==> src/hw/rtl/binomial_coefficient_unit_macros.svh <==
// Assertion macros shared by the binomial coefficient unit
`ifndef BINOMIAL_COEFFICIENT_UNIT_MACROS_SVH
`define BINOMIAL_COEFFICIENT_UNIT_MACROS_SVH

// same-cycle implication, sampled on clk_i, off during reset
`define BCU_ASSERT_IMP(label, ante, cons) \
  label: assert property (@(posedge clk_i) disable iff (!rst_ni) (ante) |-> (cons)) \
    else $error("bcu: assertion failed");

// next-cycle implication
`define BCU_ASSERT_NXT(label, ante, cons) \
  label: assert property (@(posedge clk_i) disable iff (!rst_ni) (ante) |=> (cons)) \
    else $error("bcu: assertion failed");

`endif

==> src/hw/rtl/bcu_pkg.sv <==
// Types and constants of the binomial coefficient unit
package bcu_pkg;

  localparam int MAX_SET_SIZE = 64;
  localparam int NUM_CELLS    = MAX_SET_SIZE + 1;
  localparam int SET_W        = 7;
  localparam int COEF_W       = 61;
  localparam int CELL_W       = 64;
  localparam int REM_W        = $clog2(MAX_SET_SIZE + 1);

  typedef logic [SET_W-1:0]  field_t;
  typedef logic [REM_W-1:0]  rem_t;
  typedef logic [CELL_W-1:0] cell_t;

  typedef enum logic [0:0] {
    ST_IDLE,
    ST_RUN
  } state_e;

  // control from the sequencer to the cell row
  typedef struct packed {
    logic load;     // seed the row for a new word
    logic step;     // one Pascal pass
    logic capture;  // move the last cell into the output register
  } ctrl_t;

endpackage

==> src/hw/rtl/bcu_ctrl.sv <==
// Sequencer: accepts a word, runs the passes, hands off to the output register
`include "binomial_coefficient_unit_macros.svh"

module bcu_ctrl (
  input  logic            clk_i,
  input  logic            rst_ni,
  input  logic            in_valid_i,
  output logic            in_stall_o,
  input  bcu_pkg::field_t set_size_i,
  output logic            out_valid_o,
  input  logic            out_stall_i,
  output bcu_pkg::ctrl_t  ctrl_o
);

  bcu_pkg::state_e state_q, state_d;
  bcu_pkg::rem_t   remain_q, remain_d;
  logic            out_valid_q, out_valid_d;
  bcu_pkg::rem_t   n_sat;

  assign n_sat = (set_size_i > bcu_pkg::field_t'(bcu_pkg::MAX_SET_SIZE))
               ? bcu_pkg::rem_t'(bcu_pkg::MAX_SET_SIZE)
               : bcu_pkg::rem_t'(set_size_i);

  always_ff @(posedge clk_i or negedge rst_ni) begin
    if (!rst_ni) begin
      state_q     <= bcu_pkg::ST_IDLE;
      remain_q    <= '0;
      out_valid_q <= 1'b0;
    end else begin
      state_q     <= state_d;
      remain_q    <= remain_d;
      out_valid_q <= out_valid_d;
    end
  end

  always_comb begin
    state_d    = state_q;
    remain_d   = remain_q;
    ctrl_o     = '0;
    in_stall_o = 1'b1;
    case (state_q)
      bcu_pkg::ST_IDLE: begin
        in_stall_o = 1'b0;
        if (in_valid_i) begin
          ctrl_o.load = 1'b1;
          remain_d    = n_sat;
          state_d     = bcu_pkg::ST_RUN;
        end
      end
      bcu_pkg::ST_RUN: begin
        if (remain_q != '0) begin
          ctrl_o.step = 1'b1;
          remain_d    = remain_q - bcu_pkg::rem_t'(1);
        end else if (!out_valid_q || !out_stall_i) begin
          // output register free or being emptied this cycle
          ctrl_o.capture = 1'b1;
          state_d        = bcu_pkg::ST_IDLE;
        end
      end
      default: begin
        state_d = bcu_pkg::ST_IDLE;
      end
    endcase
    out_valid_d = ctrl_o.capture | (out_valid_q & out_stall_i);
  end

  assign out_valid_o = out_valid_q;

  `BCU_ASSERT_NXT(a_load_runs, ctrl_o.load, state_q == bcu_pkg::ST_RUN)
  `BCU_ASSERT_NXT(a_step_counts, ctrl_o.step, remain_q == $past(remain_q) - bcu_pkg::rem_t'(1))
  `BCU_ASSERT_IMP(a_capture_done, ctrl_o.capture, remain_q == '0 && !(out_valid_q && out_stall_i))
  `BCU_ASSERT_NXT(a_capture_shows, ctrl_o.capture, out_valid_o)

endmodule

==> config.mk <==
export PLATFORM = sky130hd
export DESIGN_NAME = bcu_ctrl
export DESIGN_NICKNAME = d
export VERILOG_FILES = /design/src/hw/rtl/bcu_pkg.sv /design/src/hw/rtl/bcu_ctrl.sv
export VERILOG_INCLUDE_DIRS = /design/src /design/src/hw/rtl
export SDC_FILE = /design/constraint.sdc
export NUM_CORES = 1
export LEC_CHECK = 0
export BUFFER_PORTS_ARGS = -buffer_cell sky130_fd_sc_hd__buf_4
export CAP_MARGIN = 20
export CORE_AREA = 2 2 39 41
export CTS_BUF_LIST = sky130_fd_sc_hd__clkbuf_8
export DETAILED_ROUTE_END_ITERATION = 8
export DIE_AREA = 0 0 41 43
export GPL_ROUTABILITY_DRIVEN = 0
export PLACE_DENSITY = 0.69
export SLEW_MARGIN = 20
export SYNTH_ARGS = -nofsm -noshare
export SYNTH_HDL_FRONTEND = slang
export SYNTH_SLANG_ARGS = --single-unit
==> constraint.sdc <==
create_clock -name clk_i -period 3.5 [get_ports clk_i]
set_input_delay 0.175 -clock clk_i [delete_from_list [all_inputs] [get_ports clk_i]]
set_output_delay 0.175 -clock clk_i [all_outputs]
set_load 0.03 [all_outputs]
Word-level counts from Yosys, hierarchy flattened
Index checks and enable logic that the tools add are counted.
{ "word_totals": {"register_bits": 9, "in_bits": 11, "output_inout_bits": 5, "elab_cells": 29} }
{ "classes": {"addsub": 1, "n_lt_le_gt_ge": 1, "n_eq_ne": 2, "n_mux": 14, "bitwise_logic": 3, "reduce_logical": 5} }
{ "op_table": {"columns": ["cell", "count"], "rows": [
  ["$mux 7", 3],
  ["$pmux 7 s2", 1],
  ["$mux 1", 8],
  ["$gt 7x7->1 const B", 1],
  ["$reduce_bool 7->1", 1],
  ["$sub 7x1->7 const B", 1],
  ["$logic_not 1->1", 2],
  ["$mux 2", 1],
  ["$ne 2x1->1 const B", 1],
  ["$ne 2x2->1 const B", 1],
  ["$pmux 1 s2", 1],
  ["$reduce_and 2->1", 1],
  ["$and 1x1->1", 1],
  ["$logic_or 1x1->1", 1],
  ["$not 1->1", 1],
  ["$or 1x1->1", 1]
]} }

Depth between registers and ports, before layout
{ "logic_depth": {"depth_word": 6, "depth_mapped": 5, "ltp_nobuf": 5} }

Worst setup path after synthesis
OpenSTA, ideal clock, no wires.
{ "synth_path": {"path_kind": "flip-flop to output port", "startpoint": "reg remain_q[0]", "endpoint": "out ctrl_o[0] (netlist bit)", "t_arrival_ns": 1.627, "required_time_ns": 3.325, "path_slack_ns": 1.698, "stages_incl_launch_ff": 6, "path_buffers": 0, "cell_sequence": "dfrtp_1 inv_1 ha_1 nor3b_1 nand3_1 a21oi_1"} }
{ "synth_rtl": {"columns": ["item", "line_no", "text"], "rows": [
  ["start, declared", "bcu_ctrl.sv:16", "bcu_pkg::rem_t remain_q, remain_d;"],
  ["start signal, assigned", "bcu_ctrl.sv:31", "remain_q <= remain_d;"],
  ["end, declared", "bcu_ctrl.sv:12", "output bcu_pkg::ctrl_t ctrl_o"]
]} }

==> summary.md <==
The flow ran to the end, and the final reports show no timing, DRC or antenna violations. The share of flip-flops with an asynchronous set or reset after synthesis is 100%, and the maximum level of the CTS H-tree is 1. The die width is 41 um. The count of unresolved DRC violations after routing was 0. The CTS buffer count came out at 3.

In this run the most used layer during global routing was met2. The tools report the number of global-route vias before repair as 585. The average vias per placed instance works out to 6.12. Power spread over the standard cell area amounts to 808 nW/um2.

After legalization and detailed placement, the total HPWL measured 1080 um. After clock tree synthesis, the clock-pin slew on the worst setup and hold paths is 50 ps. Counting every instance in the synthesized netlist gives 65. Timing would allow up to 478 MHz. The most frequently used flop master after synthesis was dfrtp_1. After detailed routing, the total wire length is 1470 um.

The cell with the most instances after synthesis was dfrtp_1. The final critical-path required period works out to 2090 ps. Across all register-to-register paths, the minimum setup slack is 1640 ps. The synthesized area was 592 um2. The cell at the slowest stage of the critical path was nor3b_1. Capture endpoint of the worst hold path: out_valid_o. For this configuration, the core starts out at a cell density of 42.8%. Global routing consumed, over all layers together, 20.3% of the routing resources.

The run gives 78 as the net count after synthesis. The worst register-to-register path begins at state_q. The commonest cells after synthesis are dfrtp_1, inv_1, a21oi_1, nand3_1.

For the count of pins on the block boundary, the log shows 16. For the final total power, the log shows 623 uW. Summed over all instances, the cell type with the most area after synthesis is dfrtp_1. Averaged over all synthesized cells, the footprint is 9.10 um2.

The floorplan step defined a die boundary enclosing 1760 um2. The maximum net fanout on the critical path was 5; the met3 layer usage reported by global route was 4.71%. The layout-stage area growth over the synthesis result came out at 30.2%. The number of cell instances on the worst register-to-register path was 3; the actual slew at the worst max-slew pin was 573 ps. The floorplan core area came out at 1380 um2. On the final layout, the worst clock skew is 5.23 ps.

The static leakage power is 0.000351 uW. CTS saw 9 sinks. The endpoint identified for the worst register-to-register timing path is remain_q[5]. The first global-routing pass estimated 2370 um of wire.

The worst-case headroom to the max-slew limit was 61.7%. Setup repair after global routing left no endpoint under its margin. The startpoint of the tightest hold check path was out_stall_i. TritonCTS built the clock tree. By area the synthesized netlist is led by dfrtp_1, ha_1, inv_1. The number of standard-cell rows in the floorplan came out at 14. The kind of cell adding the most delay to the critical path is simple AND/OR/NAND/NOR gates.

The number of synthesized register bits came out at 9. The post-detailed-route wirelength per cell came out at 14.9 um. The maximum VDD drop is 412 uV, and the share of cells above drive strength 1 is 25.3%.

The antenna diode count was 0; the end-of-flow core utilization was 55.7%. Post-CTS repair changed the size of 0 cells. Once routing completed, OpenROAD measured the worst setup slack at 1410 ps.

The tightest hold path in the finished design has a slack of 179 ps. The min-delay analysis places its worst path in the category in -> reg. The run gives 0 as the number of hold-slack violations in the final timing report. The kind of critical path was reg -> out. The critical path goes through inv_1 > ha_1 > nor3b_1 > nand3_1 > a21oi_1 > buf_4. The number of synthesized flops with an enable pin is 0, and the total vias in the final route is 606. The part of the Yosys area used for sequential elements came out at 38.1%. The highest cell delay on the worst timing path works out to 500 ps. The Yosys warning count came out at 0. The maximum number of pins on one net before global-route repair was 17.

The worst setup path is launched from a flop. The critical path data required time came out at 3320 ps. For the sum of overflow across all layers after global routing, the log shows 0. Layout filler cell count: 141. The number of nets at the end of the flow is 97.

The initial antenna violation count came out at 0. The worst hold path was traced through 3 stages. The met1 usage was 25.0%; the unique cell type count in the Yosys netlist was 33.

The cell sitting at the root of the clock tree is a clkbuf_8. Global routing consumed, on the met2 layer, 31.6% of the routing resources. The arrival time of data at the critical path endpoint is 1920 ps, and the buffer levels on the longest clock path is 2. From bottom edge to top edge, the die measures 43 um. The part of the cycle the worst path needs was 59.7%.

The worst setup path is captured at a primary output. The tools report the final antenna-violating net count as 0. Setup violations remaining at the end of the flow were counted as 0. In this run, the number of DRC markers left after iteration 0 of detailed routing was 8. The logs give 240 ps for the source-to-sink clock delay at the later pin of the worst-skew pair and 0 for the total setup buffers inserted after CTS.

Prior to clock tree synthesis, the placed netlist has a worst setup slack of 1690 ps. Summed over all failing endpoints, the final setup total negative slack is 0 ps. The total iterations of the first detailed-routing run is 4. In this run the tool buffered the top-level ports with 15 buffer cells. After synthesis, the largest area contributor takes up 38.1% of total cell area. The number of buffers and inverters on the critical path came out at 2.

Across the run, the number of max-cap violations was 0. The tools report the number of slew-limit violations in the final report as 0.
[final cells by class]
class / count / area [um2] / share of cell area [%]
inverter: 6 / 22.5 / 2.92
clock inverter: 1 / 3.75 / 0.487
tap: 16 / 20.0 / 2.60
multi-input combinational: 48 / 335 / 43.5
sequential: 9 / 225 / 29.2
clock buffer: 3 / 41.3 / 5.36
timing repair buffer: 16 / 123 / 15.9
[report_power, final]
| part | total, uW | switching, uW | internal, uW |
|---|---|---|---|
| logic | 279 | 146 | 133 |
| registers | 224 | 70.9 | 153 |
| clock network | 120 | 43.0 | 76.5 |
| total | 623 | 260 | 362 |
[what timing repair did]
item | 4_1_cts | 5_1_grt
setup endpoints to repair | 0 | 0
hold buffers | 1 | 0
hold endpoints to repair | 9 | 0
[kinds of logic after synthesis]
kind of cell,synth area share (%)
adder cells (fa/ha/maj),4.23
buffers and inverters,5.28
AND/OR/NAND/NOR,27.9
multiplexers,1.69
AO/OA/AOI/OAI,22.8
flip-flops,38.1
[registers in the layout, summed over array words and instances (netlist names)]
| signal | flops |
|---|---|
| state_q | 1 |
| remain_q | 7 |
| out_valid_o | 1 |
[per-layer routing]
layer | routed length, um | up-vias
li1 | - | 286
met1 | 658 | 294
met2 | 722 | 22
met3 | 67 | 4
met4 | 25 | 0
met5 | 0 | -
[worst max-delay path by stage]
stage                     cells after the start         from           to  slack [ps]
final                                         6  remain_q[0]    ctrl_o[0]        1410
after global routing                          6  remain_q[0]    ctrl_o[0]        1260
after CTS                                     6  remain_q[0]    ctrl_o[0]        1410
after detailed placement                      3      state_q  remain_q[5]        1690
after global placement                        3      state_q  remain_q[5]        1690
after floorplan                               5  remain_q[0]    ctrl_o[0]        1700
[tightest hold or removal path, cell delays in order]
cell	delay, ps
buf_4	80
nand2_1	70
nand2_1	60
[metrics by stage]
stage	area (um2)	std cells
2_1_floorplan	592	65
3_3_place_gp	716	94
3_5_place_dp	716	94
4_1_cts	771	99
5_1_grt	771	99
6_report	771	99
[cells in the final DEF, fill, tap and decap left out, drive strengths merged]
cell type     n
a2111o        1
a21oi         4
a22oi         1
a2bb2oi       1
a311oi        1
a31oi         1
a32oi         1
and4          1
buf          15
clkbuf        3
dfrtp         9
dlygate4sd3   1
ha            2
inv           7
mux2i         1
nand2         3
nand2b        1
nand3         4
nand3b        1
nand4         1
nor2          3
nor2b         3
nor3          2
nor3b         1
nor4bb        1
o211ai        3
o21ai         3
o311ai        3
or3           2
or3b          1
or4           1
or4b          1
Note: power is estimated with default switching activity, not from simulation.
